**src/dbtt_pkg.sv**
```systemverilog
// Shared types and constants for the DRAM bank timing tracker.
// Used by the register block, the controller, the datapath and the top level.
`default_nettype none

package dbtt_pkg;

    localparam int TIME_W = 48;
    localparam int CFG_W  = 20;
    localparam int NCFG   = 8;
    localparam int ADDR_W = 5;

    localparam logic [TIME_W-1:0] TIME_MAX = {TIME_W{1'b1}};

    // Request kinds
    localparam logic OP_WRITE = 1'b0;
    localparam logic OP_READ  = 1'b1;

    // Row hit kinds
    typedef enum logic [1:0] {
        HIT_CLOSED   = 2'd0,
        HIT_ROW      = 2'd1,
        HIT_CONFLICT = 2'd2
    } hit_t;

    // Register indexes
    typedef enum logic [2:0] {
        REG_PRECHARGE  = 3'd0,
        REG_ACT_ACCESS = 3'd1,
        REG_RD_PRE     = 3'd2,
        REG_WR_PRE     = 3'd3,
        REG_WR_RD      = 3'd4,
        REG_RD_WR      = 3'd5,
        REG_RD_DONE    = 3'd6,
        REG_WR_DONE    = 3'd7
    } reg_idx_t;

    typedef struct packed {
        logic [CFG_W-1:0] precharge_time;
        logic [CFG_W-1:0] activate_to_access;
        logic [CFG_W-1:0] read_to_precharge;
        logic [CFG_W-1:0] write_to_precharge;
        logic [CFG_W-1:0] write_to_read;
        logic [CFG_W-1:0] read_to_write;
        logic [CFG_W-1:0] read_done_delay;
        logic [CFG_W-1:0] write_done_delay;
    } cfg_t;

    // Operand selects of the shared add-and-max unit
    typedef enum logic [1:0] {
        BASE_ACC,
        BASE_NOW,
        BASE_ZERO
    } base_sel_t;

    typedef enum logic [2:0] {
        A_ACT,
        A_PRE,
        A_RD,
        A_WR,
        A_COL
    } a_sel_t;

    typedef enum logic [2:0] {
        B_RP,
        B_RCD,
        B_RPRE,
        B_WPRE,
        B_RD_GAP,
        B_WR_GAP,
        B_DONE
    } b_sel_t;

    typedef struct packed {
        logic      load;
        logic      load_entry;
        base_sel_t base_sel;
        a_sel_t    a_sel;
        b_sel_t    b_sel;
        logic      ld_pre;
        logic      ld_act;
        logic      ld_col;
        logic      commit;
    } cmd_t;

    typedef struct packed {
        hit_t hit;
        logic out_free;
    } status_t;

endpackage

`default_nettype wire

```
**src/dbtt_regs.sv**
```systemverilog
// APB-style configuration registers of the bank timing tracker.
// Depends on dbtt_pkg for the register struct and index codes.
`default_nettype none

module dbtt_regs (
    input  wire logic                        clk,
    input  wire logic                        rst_n,
    input  wire logic                        psel,
    input  wire logic                        penable,
    input  wire logic                        pwrite,
    input  wire logic [dbtt_pkg::ADDR_W-1:0] paddr,
    input  wire logic [31:0]                 pwdata,
    output logic      [31:0]                 prdata,
    output logic                             pready,
    output dbtt_pkg::cfg_t                   cfg
);

    dbtt_pkg::cfg_t     cfg_reg;
    dbtt_pkg::reg_idx_t sel_idx;
    logic               wr_en;
    logic [dbtt_pkg::CFG_W-1:0] wval;
    logic [dbtt_pkg::CFG_W-1:0] rval;

    assign pready  = 1'b1;
    assign sel_idx = dbtt_pkg::reg_idx_t'(paddr[4:2]);
    assign wr_en   = psel & penable & pwrite;
    assign wval    = pwdata[dbtt_pkg::CFG_W-1:0];
    assign cfg     = cfg_reg;

    // Register writes
    always_ff @(posedge clk or negedge rst_n)
    begin
        if (!rst_n)
        begin
            cfg_reg <= '0;
        end
        else if (wr_en)
        begin
            case (sel_idx)
                dbtt_pkg::REG_PRECHARGE:  cfg_reg.precharge_time     <= wval;
                dbtt_pkg::REG_ACT_ACCESS: cfg_reg.activate_to_access <= wval;
                dbtt_pkg::REG_RD_PRE:     cfg_reg.read_to_precharge  <= wval;
                dbtt_pkg::REG_WR_PRE:     cfg_reg.write_to_precharge <= wval;
                dbtt_pkg::REG_WR_RD:      cfg_reg.write_to_read      <= wval;
                dbtt_pkg::REG_RD_WR:      cfg_reg.read_to_write      <= wval;
                dbtt_pkg::REG_RD_DONE:    cfg_reg.read_done_delay    <= wval;
                dbtt_pkg::REG_WR_DONE:    cfg_reg.write_done_delay   <= wval;
                default:                  cfg_reg <= cfg_reg;
            endcase
        end
    end

    // Read mux
    always_comb
    begin
        case (sel_idx)
            dbtt_pkg::REG_PRECHARGE:  rval = cfg_reg.precharge_time;
            dbtt_pkg::REG_ACT_ACCESS: rval = cfg_reg.activate_to_access;
            dbtt_pkg::REG_RD_PRE:     rval = cfg_reg.read_to_precharge;
            dbtt_pkg::REG_WR_PRE:     rval = cfg_reg.write_to_precharge;
            dbtt_pkg::REG_WR_RD:      rval = cfg_reg.write_to_read;
            dbtt_pkg::REG_RD_WR:      rval = cfg_reg.read_to_write;
            dbtt_pkg::REG_RD_DONE:    rval = cfg_reg.read_done_delay;
            dbtt_pkg::REG_WR_DONE:    rval = cfg_reg.write_done_delay;
            default:                  rval = '0;
        endcase
    end

    assign prdata = {{(32 - dbtt_pkg::CFG_W){1'b0}}, rval};

endmodule

`default_nettype wire

```
**src/dbtt_ctrl.sv**
```systemverilog
// Sequencer of the bank timing tracker: steps the shared add-and-max unit.
// Depends on dbtt_pkg for the command and status structs.
`default_nettype none

module dbtt_ctrl (
    input  wire logic              clk,
    input  wire logic              rst_n,
    input  wire logic              in_valid,
    output logic                   in_ready,
    output dbtt_pkg::cmd_t         cmd,
    input  wire dbtt_pkg::status_t status
);

    typedef enum logic [9:0] {
        ST_IDLE  = 10'b00_0000_0001,
        ST_RD    = 10'b00_0000_0010,
        ST_PA    = 10'b00_0000_0100,
        ST_PB    = 10'b00_0000_1000,
        ST_PC    = 10'b00_0001_0000,
        ST_ACT_X = 10'b00_0010_0000,
        ST_ACT_C = 10'b00_0100_0000,
        ST_C1    = 10'b00_1000_0000,
        ST_C2    = 10'b01_0000_0000,
        ST_C3    = 10'b10_0000_0000
    } state_t;

    // Done step is a flag beside the state register, held until the output slot frees
    state_t state_reg, state_next;
    logic   done_reg, done_next;

    assign in_ready = (state_reg == ST_IDLE) && !done_reg;

    // Next state
    always_comb
    begin
        state_next = state_reg;
        done_next  = done_reg;
        if (done_reg)
        begin
            if (status.out_free)
            begin
                done_next = 1'b0;
            end
        end
        else
        begin
            case (state_reg)
                ST_IDLE:  if (in_valid) state_next = ST_RD;
                ST_RD:
                begin
                    case (status.hit)
                        dbtt_pkg::HIT_CLOSED:   state_next = ST_ACT_C;
                        dbtt_pkg::HIT_CONFLICT: state_next = ST_PA;
                        default:                state_next = ST_C1;
                    endcase
                end
                ST_PA:    state_next = ST_PB;
                ST_PB:    state_next = ST_PC;
                ST_PC:    state_next = ST_ACT_X;
                ST_ACT_X: state_next = ST_C1;
                ST_ACT_C: state_next = ST_C1;
                ST_C1:    state_next = ST_C2;
                ST_C2:    state_next = ST_C3;
                ST_C3:
                begin
                    state_next = ST_IDLE;
                    done_next  = 1'b1;
                end
                default:  state_next = ST_IDLE;
            endcase
        end
    end

    always_ff @(posedge clk or negedge rst_n)
    begin
        if (!rst_n)
        begin
            state_reg <= ST_IDLE;
            done_reg  <= 1'b0;
        end
        else
        begin
            state_reg <= state_next;
            done_reg  <= done_next;
        end
    end

    // Command decode
    always_comb
    begin
        cmd            = '0;
        cmd.base_sel   = dbtt_pkg::BASE_ACC;
        cmd.a_sel      = dbtt_pkg::A_ACT;
        cmd.b_sel      = dbtt_pkg::B_RP;
        cmd.load       = in_ready && in_valid;
        if (done_reg)
        begin
            cmd.base_sel = dbtt_pkg::BASE_ZERO;
            cmd.a_sel    = dbtt_pkg::A_COL;
            cmd.b_sel    = dbtt_pkg::B_DONE;
            cmd.commit   = status.out_free;
        end
        else
        begin
            case (state_reg)
                ST_RD: cmd.load_entry = 1'b1;
                ST_PA:
                begin
                    cmd.base_sel = dbtt_pkg::BASE_NOW;
                    cmd.a_sel    = dbtt_pkg::A_ACT;
                    cmd.b_sel    = dbtt_pkg::B_RP;
                end
                ST_PB:
                begin
                    cmd.a_sel = dbtt_pkg::A_RD;
                    cmd.b_sel = dbtt_pkg::B_RPRE;
                end
                ST_PC:
                begin
                    cmd.a_sel  = dbtt_pkg::A_WR;
                    cmd.b_sel  = dbtt_pkg::B_WPRE;
                    cmd.ld_pre = 1'b1;
                end
                ST_ACT_X:
                begin
                    cmd.base_sel = dbtt_pkg::BASE_ZERO;
                    cmd.a_sel    = dbtt_pkg::A_PRE;
                    cmd.ld_act   = 1'b1;
                end
                ST_ACT_C:
                begin
                    cmd.base_sel = dbtt_pkg::BASE_NOW;
                    cmd.a_sel    = dbtt_pkg::A_PRE;
                    cmd.ld_act   = 1'b1;
                end
                ST_C1:
                begin
                    cmd.base_sel = dbtt_pkg::BASE_NOW;
                    cmd.a_sel    = dbtt_pkg::A_ACT;
                    cmd.b_sel    = dbtt_pkg::B_RCD;
                end
                ST_C2:
                begin
                    cmd.a_sel = dbtt_pkg::A_RD;
                    cmd.b_sel = dbtt_pkg::B_RD_GAP;
                end
                ST_C3:
                begin
                    cmd.a_sel  = dbtt_pkg::A_WR;
                    cmd.b_sel  = dbtt_pkg::B_WR_GAP;
                    cmd.ld_col = 1'b1;
                end
                default: cmd.load_entry = 1'b0;
            endcase
        end
    end

    // A result is only committed into a free output slot
    a_commit_free: assert property (@(posedge clk) disable iff (!rst_n)
        cmd.commit |-> status.out_free)
        else $error("commit into a full output register");

    // An accepted item goes straight to the entry read
    a_load_rd: assert property (@(posedge clk) disable iff (!rst_n)
        cmd.load |=> (state_reg == ST_RD))
        else $error("entry read skipped after accept");

    // No new item while a result is being committed
    a_load_commit: assert property (@(posedge clk) disable iff (!rst_n)
        cmd.load |-> !cmd.commit)
        else $error("accept and commit in one cycle");

endmodule

`default_nettype wire

```
**src/dbtt_dpath.sv**
```systemverilog
// Datapath of the bank timing tracker: bank state memory, working registers,
// shared saturating add-and-max unit and output register. Depends on dbtt_pkg.
`default_nettype none

module dbtt_dpath #(
    parameter int RANKS     = 2,
    parameter int BANKS     = 8,
    parameter int ROW_BITS  = 16,
    parameter int BURST_GAP = 5000
) (
    input  wire logic                        clk,
    input  wire logic                        rst_n,
    input  wire dbtt_pkg::cmd_t              cmd,
    output dbtt_pkg::status_t                status,
    input  wire dbtt_pkg::cfg_t              cfg,
    input  wire logic                        operation,
    input  wire logic                        rank_index,
    input  wire logic [2:0]                  bank_index,
    input  wire logic [15:0]                 row_address,
    input  wire logic [dbtt_pkg::TIME_W-1:0] current_time,
    input  wire logic [15:0]                 request_tag,
    input  wire logic [63:0]                 request_data,
    output logic                             out_valid,
    input  wire logic                        out_ready,
    output logic [15:0]                      tag_out,
    output logic [63:0]                      data_out,
    output logic [dbtt_pkg::TIME_W-1:0]      column_time,
    output logic [dbtt_pkg::TIME_W-1:0]      done_time,
    output logic [1:0]                       hit_kind
);

    localparam int NBANK = RANKS * BANKS;
    localparam int IDX_W = (NBANK > 1) ? $clog2(NBANK) : 1;
    localparam int TW    = dbtt_pkg::TIME_W;
    localparam int CW    = dbtt_pkg::CFG_W;
    localparam logic [CW-1:0] GAP = CW'(BURST_GAP);

    // Bank state memory
    logic [ROW_BITS-1:0] row_mem [NBANK];
    logic [TW-1:0]       act_mem [NBANK];
    logic [TW-1:0]       pre_mem [NBANK];
    logic [TW-1:0]       rd_mem  [NBANK];
    logic [TW-1:0]       wr_mem  [NBANK];
    logic [NBANK-1:0]    open_reg;

    logic [ROW_BITS-1:0] row_rdata;
    logic [TW-1:0]       act_rdata, pre_rdata, rd_rdata, wr_rdata;

    // Latched request
    logic                op_reg;
    logic [IDX_W-1:0]    idx_reg;
    logic [ROW_BITS-1:0] row_reg;
    logic [TW-1:0]       now_reg;
    logic [15:0]         tag_reg;
    logic [63:0]         data_reg;

    // Working registers
    logic [TW-1:0]       act_reg, pre_reg, rd_reg, wr_reg, col_reg, acc_reg;
    dbtt_pkg::hit_t      hit_reg;
    dbtt_pkg::hit_t      hit_now;

    logic [IDX_W-1:0]    idx_in;
    logic [ROW_BITS-1:0] row_in;

    logic [TW-1:0]       a_val, base_val, sat_val, result;
    logic [CW-1:0]       b_val;
    logic [TW:0]         sum;

    logic                out_valid_reg;

    // Bank index: rank and bank wrapped into range through a constant table
    always_comb
    begin
        idx_in = '0;
        for (int r = 0; r < 2; r++)
            for (int b = 0; b < 8; b++)
                if ({rank_index, bank_index} == 4'(r * 8 + b))
                    idx_in = IDX_W'((r % RANKS) * BANKS + (b % BANKS));
    end

    assign row_in   = ROW_BITS'(row_address);

    // Request capture
    always_ff @(posedge clk)
    begin
        if (cmd.load)
        begin
            op_reg   <= operation;
            idx_reg  <= idx_in;
            row_reg  <= row_in;
            now_reg  <= current_time;
            tag_reg  <= request_tag;
            data_reg <= request_data;
        end
    end

    // Memory read on accept, write on commit
    always_ff @(posedge clk)
    begin
        if (cmd.load)
        begin
            row_rdata <= row_mem[idx_in];
            act_rdata <= act_mem[idx_in];
            pre_rdata <= pre_mem[idx_in];
            rd_rdata  <= rd_mem[idx_in];
            wr_rdata  <= wr_mem[idx_in];
        end
        if (cmd.commit)
        begin
            row_mem[idx_reg] <= row_reg;
            act_mem[idx_reg] <= act_reg;
            pre_mem[idx_reg] <= pre_reg;
            rd_mem[idx_reg]  <= (op_reg == dbtt_pkg::OP_READ)  ? col_reg : rd_reg;
            wr_mem[idx_reg]  <= (op_reg == dbtt_pkg::OP_WRITE) ? col_reg : wr_reg;
        end
    end

    // Open flags double as valid bits: a closed bank holds reset times
    always_ff @(posedge clk or negedge rst_n)
    begin
        if (!rst_n)
        begin
            open_reg <= '0;
        end
        else if (cmd.commit)
        begin
            open_reg[idx_reg] <= 1'b1;
        end
    end

    // Row hit classification
    always_comb
    begin
        if (!open_reg[idx_reg])
        begin
            hit_now = dbtt_pkg::HIT_CLOSED;
        end
        else if (row_rdata != row_reg)
        begin
            hit_now = dbtt_pkg::HIT_CONFLICT;
        end
        else
        begin
            hit_now = dbtt_pkg::HIT_ROW;
        end
    end

    assign status.hit      = hit_now;
    assign status.out_free = !out_valid_reg || out_ready;

    // Operand selection
    always_comb
    begin
        case (cmd.a_sel)
            dbtt_pkg::A_ACT: a_val = act_reg;
            dbtt_pkg::A_PRE: a_val = pre_reg;
            dbtt_pkg::A_RD:  a_val = rd_reg;
            dbtt_pkg::A_WR:  a_val = wr_reg;
            dbtt_pkg::A_COL: a_val = col_reg;
            default:         a_val = '0;
        endcase
    end

    always_comb
    begin
        case (cmd.b_sel)
            dbtt_pkg::B_RP:     b_val = cfg.precharge_time;
            dbtt_pkg::B_RCD:    b_val = cfg.activate_to_access;
            dbtt_pkg::B_RPRE:   b_val = cfg.read_to_precharge;
            dbtt_pkg::B_WPRE:   b_val = cfg.write_to_precharge;
            dbtt_pkg::B_RD_GAP: b_val = (op_reg == dbtt_pkg::OP_READ) ? GAP
                                                                      : cfg.read_to_write;
            dbtt_pkg::B_WR_GAP: b_val = (op_reg == dbtt_pkg::OP_READ) ? cfg.write_to_read
                                                                      : GAP;
            dbtt_pkg::B_DONE:   b_val = (op_reg == dbtt_pkg::OP_READ) ? cfg.read_done_delay
                                                                      : cfg.write_done_delay;
            default:            b_val = '0;
        endcase
    end

    always_comb
    begin
        case (cmd.base_sel)
            dbtt_pkg::BASE_ACC: base_val = acc_reg;
            dbtt_pkg::BASE_NOW: base_val = now_reg;
            default:            base_val = '0;
        endcase
    end

    // Saturating add, then maximum against the base
    assign sum     = {1'b0, a_val} + {{(TW + 1 - CW){1'b0}}, b_val};
    assign sat_val = sum[TW] ? dbtt_pkg::TIME_MAX : sum[TW-1:0];
    assign result  = (sat_val > base_val) ? sat_val : base_val;

    // Working registers
    always_ff @(posedge clk)
    begin
        acc_reg <= result;
        if (cmd.load_entry)
        begin
            hit_reg <= hit_now;
            act_reg <= open_reg[idx_reg] ? act_rdata : '0;
            pre_reg <= open_reg[idx_reg] ? pre_rdata : '0;
            rd_reg  <= open_reg[idx_reg] ? rd_rdata  : '0;
            wr_reg  <= open_reg[idx_reg] ? wr_rdata  : '0;
        end
        if (cmd.ld_pre)
        begin
            pre_reg <= result;
        end
        if (cmd.ld_act)
        begin
            act_reg <= result;
        end
        if (cmd.ld_col)
        begin
            col_reg <= result;
        end
    end

    // Output register
    always_ff @(posedge clk or negedge rst_n)
    begin
        if (!rst_n)
        begin
            out_valid_reg <= 1'b0;
        end
        else if (cmd.commit)
        begin
            out_valid_reg <= 1'b1;
        end
        else if (out_ready)
        begin
            out_valid_reg <= 1'b0;
        end
    end

    always_ff @(posedge clk)
    begin
        if (cmd.commit)
        begin
            tag_out     <= tag_reg;
            data_out    <= data_reg;
            column_time <= col_reg;
            done_time   <= result;
            hit_kind    <= hit_reg;
        end
    end

    assign out_valid = out_valid_reg;

    // The column command never issues before the request arrives
    a_col_after_now: assert property (@(posedge clk) disable iff (!rst_n)
        cmd.commit |-> (col_reg >= now_reg))
        else $error("column time before arrival");

    // Completion never precedes the column command
    a_done_after_col: assert property (@(posedge clk) disable iff (!rst_n)
        cmd.commit |-> (result >= col_reg))
        else $error("done time before column time");

    // A committed bank is open afterwards and a result is presented
    a_commit_open: assert property (@(posedge clk) disable iff (!rst_n)
        cmd.commit |=> (open_reg[$past(idx_reg)] && out_valid_reg))
        else $error("commit did not open bank or present result");

endmodule

`default_nettype wire

```
**src/dram_bank_timing_tracker_top.sv**
```systemverilog
// Steps on the one shared add-and-max unit: an accepted item reads its bank
// entry, then runs PA, PB, PC and ACT_X on a row conflict or ACT_C on a closed
// bank, then C1, C2, C3 and a done step; one item is in work at a time. A
// result waiting in the output register does not block the next accept.
// Reset: config registers clear to 0, all banks precharged; no clearing pass.
// Top level: ties together dbtt_regs, dbtt_ctrl and dbtt_dpath (dbtt_pkg).
`default_nettype none

module dram_bank_timing_tracker_top #(
    parameter int RANKS     = 2,
    parameter int BANKS     = 8,
    parameter int ROW_BITS  = 16,
    parameter int BURST_GAP = 5000
) (
    input  wire logic                        clk,
    input  wire logic                        rst_n,
    input  wire logic                        psel,
    input  wire logic                        penable,
    input  wire logic                        pwrite,
    input  wire logic [dbtt_pkg::ADDR_W-1:0] paddr,
    input  wire logic [31:0]                 pwdata,
    output logic      [31:0]                 prdata,
    output logic                             pready,
    input  wire logic                        in_valid,
    output logic                             in_ready,
    input  wire logic                        operation,
    input  wire logic                        rank_index,
    input  wire logic [2:0]                  bank_index,
    input  wire logic [15:0]                 row_address,
    input  wire logic [dbtt_pkg::TIME_W-1:0] current_time,
    input  wire logic [15:0]                 request_tag,
    input  wire logic [63:0]                 request_data,
    output logic                             out_valid,
    input  wire logic                        out_ready,
    output logic [15:0]                      tag_out,
    output logic [63:0]                      data_out,
    output logic [dbtt_pkg::TIME_W-1:0]      column_time,
    output logic [dbtt_pkg::TIME_W-1:0]      done_time,
    output logic [1:0]                       hit_kind
);

    dbtt_pkg::cfg_t    cfg;
    dbtt_pkg::cmd_t    cmd;
    dbtt_pkg::status_t status;

    dbtt_regs u_regs (
        .clk     (clk),
        .rst_n   (rst_n),
        .psel    (psel),
        .penable (penable),
        .pwrite  (pwrite),
        .paddr   (paddr),
        .pwdata  (pwdata),
        .prdata  (prdata),
        .pready  (pready),
        .cfg     (cfg)
    );

    dbtt_ctrl u_ctrl (
        .clk      (clk),
        .rst_n    (rst_n),
        .in_valid (in_valid),
        .in_ready (in_ready),
        .cmd      (cmd),
        .status   (status)
    );

    dbtt_dpath #(
        .RANKS     (RANKS),
        .BANKS     (BANKS),
        .ROW_BITS  (ROW_BITS),
        .BURST_GAP (BURST_GAP)
    ) u_dpath (
        .clk          (clk),
        .rst_n        (rst_n),
        .cmd          (cmd),
        .status       (status),
        .cfg          (cfg),
        .operation    (operation),
        .rank_index   (rank_index),
        .bank_index   (bank_index),
        .row_address  (row_address),
        .current_time (current_time),
        .request_tag  (request_tag),
        .request_data (request_data),
        .out_valid    (out_valid),
        .out_ready    (out_ready),
        .tag_out      (tag_out),
        .data_out     (data_out),
        .column_time  (column_time),
        .done_time    (done_time),
        .hit_kind     (hit_kind)
    );

endmodule

`default_nettype wire
```
**config.mk**
```make
export PLATFORM = sky130hd
export DESIGN_NAME = dram_bank_timing_tracker_top
export DESIGN_NICKNAME = d
export VERILOG_FILES = /design/src/dbtt_pkg.sv /design/src/dbtt_regs.sv /design/src/dbtt_ctrl.sv /design/src/dbtt_dpath.sv /design/src/dram_bank_timing_tracker_top.sv
export SDC_FILE = /design/constraint.sdc
export NUM_CORES = 2
export LEC_CHECK = 0
export BUFFER_PORTS_ARGS = -buffer_cell sky130_fd_sc_hd__buf_4
export CORE_ASPECT_RATIO = 0.5
export CORE_UTILIZATION = 25
export CTS_CLUSTER_SIZE = 16
export DETAILED_ROUTE_END_ITERATION = 16
export PLACE_DENSITY = 0.4
export SLEW_MARGIN = 0
export SYNTH_ARGS = -nofsm -noshare
export SYNTH_HDL_FRONTEND = slang
export SYNTH_SLANG_ARGS = --single-unit
```
**constraint.sdc**
```tcl
create_clock -name clk -period 29.3 [get_ports clk]
set_input_delay 7.325 -clock clk [delete_from_list [all_inputs] [get_ports clk]]
set_output_delay 7.325 -clock clk [all_outputs]
set_load 0.05 [all_outputs]
```
Word level (Yosys, flattened, before mapping)
Memories as Yosys holds them, arrays and structs flattened. A register that Yosys moved wholly into a read port is not among the register bits.
Cells that the tools add are included.
{"block": "word_totals", "regBits": 805, "mem_bits_rw": 3328, "in_bits": 193, "output_inout_bits": 213, "word_cells": 174, "mem_count": 5}
{"name": "u_dpath.act_mem", "depth": 16, "width": 48, "rd": 1, "rd_clocked_by_memory_dff": 1, "write_ports": 1, "line": "dbtt_dpath.sv:40", "source": "logic [TW-1:0] act_mem [NBANK];"}
{"name": "u_dpath.pre_mem", "depth": 16, "width": 48, "rd": 1, "rd_clocked_by_memory_dff": 1, "write_ports": 1, "line": "dbtt_dpath.sv:41", "source": "logic [TW-1:0] pre_mem [NBANK];"}
{"name": "u_dpath.rd_mem", "depth": 16, "width": 48, "rd": 1, "rd_clocked_by_memory_dff": 1, "write_ports": 1, "line": "dbtt_dpath.sv:42", "source": "logic [TW-1:0] rd_mem [NBANK];"}
{"name": "u_dpath.wr_mem", "depth": 16, "width": 48, "rd": 1, "rd_clocked_by_memory_dff": 1, "write_ports": 1, "line": "dbtt_dpath.sv:43", "source": "logic [TW-1:0] wr_mem [NBANK];"}
{"name": "u_dpath.row_mem", "depth": 16, "width": 16, "rd": 1, "rd_clocked_by_memory_dff": 1, "write_ports": 1, "line": "dbtt_dpath.sv:39", "source": "logic [ROW_BITS-1:0] row_mem [NBANK];"}
{"block": "op_classes", "addsub": 1, "n_lt_le_gt_ge": 3, "eq_ne": 46, "n_mux": 58, "n_bitwise": 4, "n_reduce_logical": 27}
{"cell": "$mux W48", "count": 10}
{"cell": "$pmux W48 S5", "count": 1}
{"cell": "$pmux W20 S8", "count": 1}
{"cell": "$pmux W20 S7", "count": 1}
{"cell": "$pmux W48 S2", "count": 1}
{"cell": "$pmux W10 S8", "count": 1}
{"cell": "$mux W20", "count": 3}
{"cell": "$mux W4", "count": 14}
{"cell": "$add A48 B20 Y49", "count": 1}
{"cell": "$gt A48 B48 Y1", "count": 1}
{"cell": "$eq A4 B4 Y1 const B", "count": 8}
{"cell": "$eq A3 B3 Y1 const B", "count": 8}
{"cell": "$eq A3 B2 Y1 const B", "count": 6}
{"cell": "$reduce_and A2 Y1", "count": 9}
{"cell": "$eq A4 B3 Y1 const B", "count": 4}
{"cell": "$ne A16 B16 Y1", "count": 1}
{"cell": "$or A16 B16 Y16", "count": 1}
{"cell": "$pmux W8 S2", "count": 1}
{"cell": "$mux W1", "count": 15}
{"cell": "$pmux W3 S5", "count": 1}
{"cell": "$eq A10 B1 Y1 const B", "count": 1}
{"cell": "$eq A10 B10 Y1 const B", "count": 1}
{"cell": "$eq A10 B2 Y1 const B", "count": 1}
{"cell": "$eq A10 B3 Y1 const B", "count": 1}
{"cell": "32 further kinds", "count": 47}

Depth between registers and ports, before layout
{"block": "logic_depth", "depth_word": 16, "depth_mapped": 37, "ltp_nobuf": 32}

Modules after synthesis
Synthesis repeated with hierarchy kept, for this count alone.
{"block": "hier_totals", "hier_cells": 7890, "hier_area_um2": 169194.8}
{"module": "dbtt_dpath", "instances": 1, "cells_per_inst": 7251, "area_each_um2": 160803.0, "seq_area_each_um2": 124654.6}
{"module": "dbtt_regs", "instances": 1, "cells_per_inst": 536, "area_each_um2": 7492.2, "seq_area_each_um2": 4003.8}
{"module": "dbtt_ctrl", "instances": 1, "cells_per_inst": 103, "area_each_um2": 899.6, "seq_area_each_um2": 276.5}

Worst setup path before layout
OpenSTA, ideal clock, no wires.
{"block": "synth_timing", "path_type": "input-to-reg", "startpoint": "in out_ready", "endpoint": "reg u_dpath.open_reg[3]", "setup_time_ns": 0.156, "arrival_ns": 28.662, "required_time_ns": 29.144, "path_slack_ns": 0.482, "cell_stages": 6, "path_buffers": 1, "path_cell_list": "nand2b_1 > and2_1 > clkbuf_1 > nand3_1 > nor3_1 > or2_2"}
{"element": "from (decl)", "line": "dram_bank_timing_tracker_top.sv:34", "source": "input wire logic out_ready,"}
{"element": "to (signal assigned)", "line": "dbtt_dpath.sv:123", "source": "open_reg <= '0;"}
{"element": "to (signal, indexed assignment)", "line": "dbtt_dpath.sv:127", "source": "open_reg[idx_reg] <= 1'b1;"}
{"element": "to (decl)", "line": "dbtt_dpath.sv:44", "source": "logic [NBANK-1:0] open_reg;"}

Final worst setup path
{"block": "layout_timing", "startpoint": "in paddr[3] (netlist name)", "endpoint": "out prdata[10]"}
{"block": "layout_between", "elab_chain_cells": 2, "word_cells_on_any_way": 9, "classes_between": "eq/ne (7); mux (1); reduce/logical (1)"}
{"element": "from (decl)", "line": "dram_bank_timing_tracker_top.sv:20", "source": "input wire logic [dbtt_pkg::ADDR_W-1:0] paddr,"}
{"element": "$eq A3 B3 Y1 (tied with other cells)", "line": "dbtt_regs.sv:56", "source": "case (sel_idx)"}
{"element": "$pmux W20 S8 *", "line": "dbtt_regs.sv:56"}
{"element": "to (decl)", "line": "dram_bank_timing_tracker_top.sv:22", "source": "output logic [31:0] prdata,"}
Mark *: on every way between the ends. The rest lies on a longest branch, timed or not.

==> reports/results.ini <==
[sta]
relSlewSlack_pct = 12.8
period_minus_slack_ns = 17.23
worst_pin_slew_ns = 1.30
period_share_pct = 58.8
final.setup.tns_ns = 0
finalSetupViolCount = 0
setup_ws_ns = 12.07
clock.fmax_mhz = 58.0
slew_viol_final = 0
grt_setup_unrepaired = false
skew_ns = 0.107
final_hold_viol_count = 0

[flow_run]
drv_cap = 0

[clocking]
clk_latency_ns = 1.04
cts_root_buf = clkbuf_16
cts_tree = yes
cts.sinks = 4341
cts-resized-gates = 0
clk_pin_slew_worst_paths_ns = 0.06
post-cts-setup-buffers = 0
holdBufCountCts = 0
clock_path_buffers = 4
numCtsBuffers = 440
htreeDepth = 5

[yosys]
synth-async-reset-ratio_pct = 4.33
syn_inst = 7735
synthTopCellsByArea = edfxtp_1 73%, mux4_2 14%, dfrtp_1 2.8%
yosysTopAreaCellShare_pct = 73.4
ys_seq_area_share_pct = 76.8
yosysWarnings = 0
synth.avg_cell_area_um2 = 21.7
synth_seq_cells = 4341
synth_cell_types = 83
synthesis.area_mm2 = 0.168
netlist_top_cells_count = 4105 x edfxtp_1, 1056 x mux4_2, 326 x clkbuf_1, 277 x mux2_2, 194 x nand2_1
yosysTopAreaCell = edfxtp_1
synth_ff_type = edfxtp_1
synth_most_common_cell = edfxtp_1
synth_edf_count = 4105

[critical_path]
cp.required_ns = 21.98
arrival_ns = 9.91
cp-start-kind = input port
crit_path_end_kind = output port
path_class = in -> out
crit_fanout = 13

[power_and_ir_drop]
pwr-share-seq_pct = 44.8
p_switching_w = 0.00651
vdd_drop_max_mv = 0.0904
power.density_mw_per_mm2 = 95.9
pwr-share-clk_pct = 29.9
p_int_w = 0.0123
p_total_w = 0.0188
switching_share_pct = 34.5
cellLeakagePower_nw = 62.0
power_frac_comb_pct = 25.3

[route]
drt_pass1_iterations = 6
drc = 0
vias_per_cell = 4.71
ant_nets = 0
routedWlPerCell_um = 30.6
wl_mm = 540
vias = 83013
drtIter0Drc = 7992

[global_routing]
met2_usage_pct = 25.1
grt_usage_pct = 15.6
grt_pass1_vias = 85845
grt_use_met3_pct = 2.10
antenna_found_initial = 81
grt_pass1_wl_mm = 741
grt_max_degree = 116
grt_overflow_total = 0
top_usage_layer = met2
gr-usage-met1_pct = 22.4

[floorplanning]
start_util_pct = 25.1
core_area_mm2 = 0.668
die_width_mm = 1.16
die_area_mm2 = 0.675
fp-row-count = 212
dieHeight_um = 581
ios = 406

[layout]
n_fill_cell = 65166
utilization_pct = 29.4
area_growth_syn_to_layout_pct = 17.1
drive_above_1_share_pct = 30.8
nNetsFinal = 8611

[hold_path]
holdCritPathClass = reg -> reg

[place]
gp_congestion = 0.770
portBuffers = 378
place_ws_ns = 11.95
dp_hpwl_mm = 300

[outcome]
status = complete, no violations

-- layout make-up --
cell class / instances / area, µm² / area share [%]
Tap cell: 8881 / 11100 / 5.65
Clock inverter: 249 / 2290 / 1.16
Antenna cell: 23 / 57.6 / 0.0293
Clock buffer: 572 / 11800 / 6.01
Multi-Input combinational cell: 2889 / 37200 / 18.9
Inverter: 83 / 322 / 0.164
Timing Repair Buffer: 594 / 4770 / 2.43
Sequential cell: 4341 / 129000 / 65.6
-- cell families after synthesis --
| kind of cell | count (synthesis) | share of synthesized area (%) |
|---|---|---|
| AND/OR/NAND/NOR | 767 | 2.35 |
| AO/OA/AOI/OAI | 559 | 2.21 |
| multiplexers | 1427 | 16.6 |
| flip-flops | 4341 | 76.8 |
| adder cells (fa/ha/maj) | 69 | 0.519 |
| other | 2 | 0.00447 |
| XOR/XNOR | 54 | 0.282 |
| buffers and inverters | 516 | 1.22 |
-- through the flow --
step           instance area (µm²)  hold slack, ns  instances
6_report                    197000           0.413      17632
5_1_grt                     196000           0.419      17619
4_1_cts                     196000           0.407      17609
3_5_place_dp                182000           0.405      16788
3_3_place_gp                182000           0.401      16788
2_1_floorplan               168000           0.400       7746
-- critical path, stage by stage --
cell,delay [ns]
buf_4,0.20
inv_1,0.38
nor2_1,0.51
nand2_1,0.12
a21boi_0,0.23
o22ai_1,0.12
o21ai_0,0.65
buf_4,0.33
-- power by group through the flow --
stage | Sequential (W) | Clock, W | Combinational (W)
after global placement | 0.00855 | 0 | 0.00481
after detailed placement | 0.00857 | 0 | 0.00482
after floorplan | 0.00862 | 0 | 0.00232
after global routing | 0.00851 | 0.00601 | 0.00507
final | 0.00845 | 0.00563 | 0.00477
after CTS | 0.00845 | 0.00578 | 0.00485
-- per-layer routing --
metal  vias up  share of wire [%]
met3       673                4.8
met5         -              0.017
met4        14                2.3
met1     46521                 46
met2      2200                 47
li1      33605                  -
-- cells in the final DEF, fill, tap and decap left out, drive strengths merged, types with 19 or more instances in the layout --
cell type and n:
edfxtp 4105, mux4 1056, buf 593, clkbuf 573, mux2 277, clkinv 195
nand2 194, dfrtp 187, o21ai 184, nor2 127, nand3 121, and2 106
mux2i 94, inv 94, a21oi 76, ha 68, a22oi 62, or2 61
dfxtp 48, bufinv 35, xor2 34, nand4 31, and3 31, a221oi 31
nor3 31, o31ai 28, o22ai 25, a211oi 24, diode 23, o221ai 21
xnor2 20, nor4 19
-- path summary, 6_finish.rpt --
path / startpoint / end / slack (ns) / cells after the start
setup / recovery: paddr[3] / prdata[10] / 12.07 / 8
hold / removal: u_dpath.tag_reg[8] / u_dpath.tag_out[8] / 0.41 / 0
setup reg to reg: u_ctrl.state_reg[1] / u_dpath.col_reg[22] / 16.15 / 29
hold reg to reg: u_dpath.tag_reg[8] / u_dpath.tag_out[8] / 0.41 / 0
max in group asynchronous: rst_n / u_regs.cfg[157] / 21.56 / 2
min in group asynchronous: rst_n / u_ctrl.state_reg[1] / 6.35 / 1
Power figures use the tool's default switching activity.
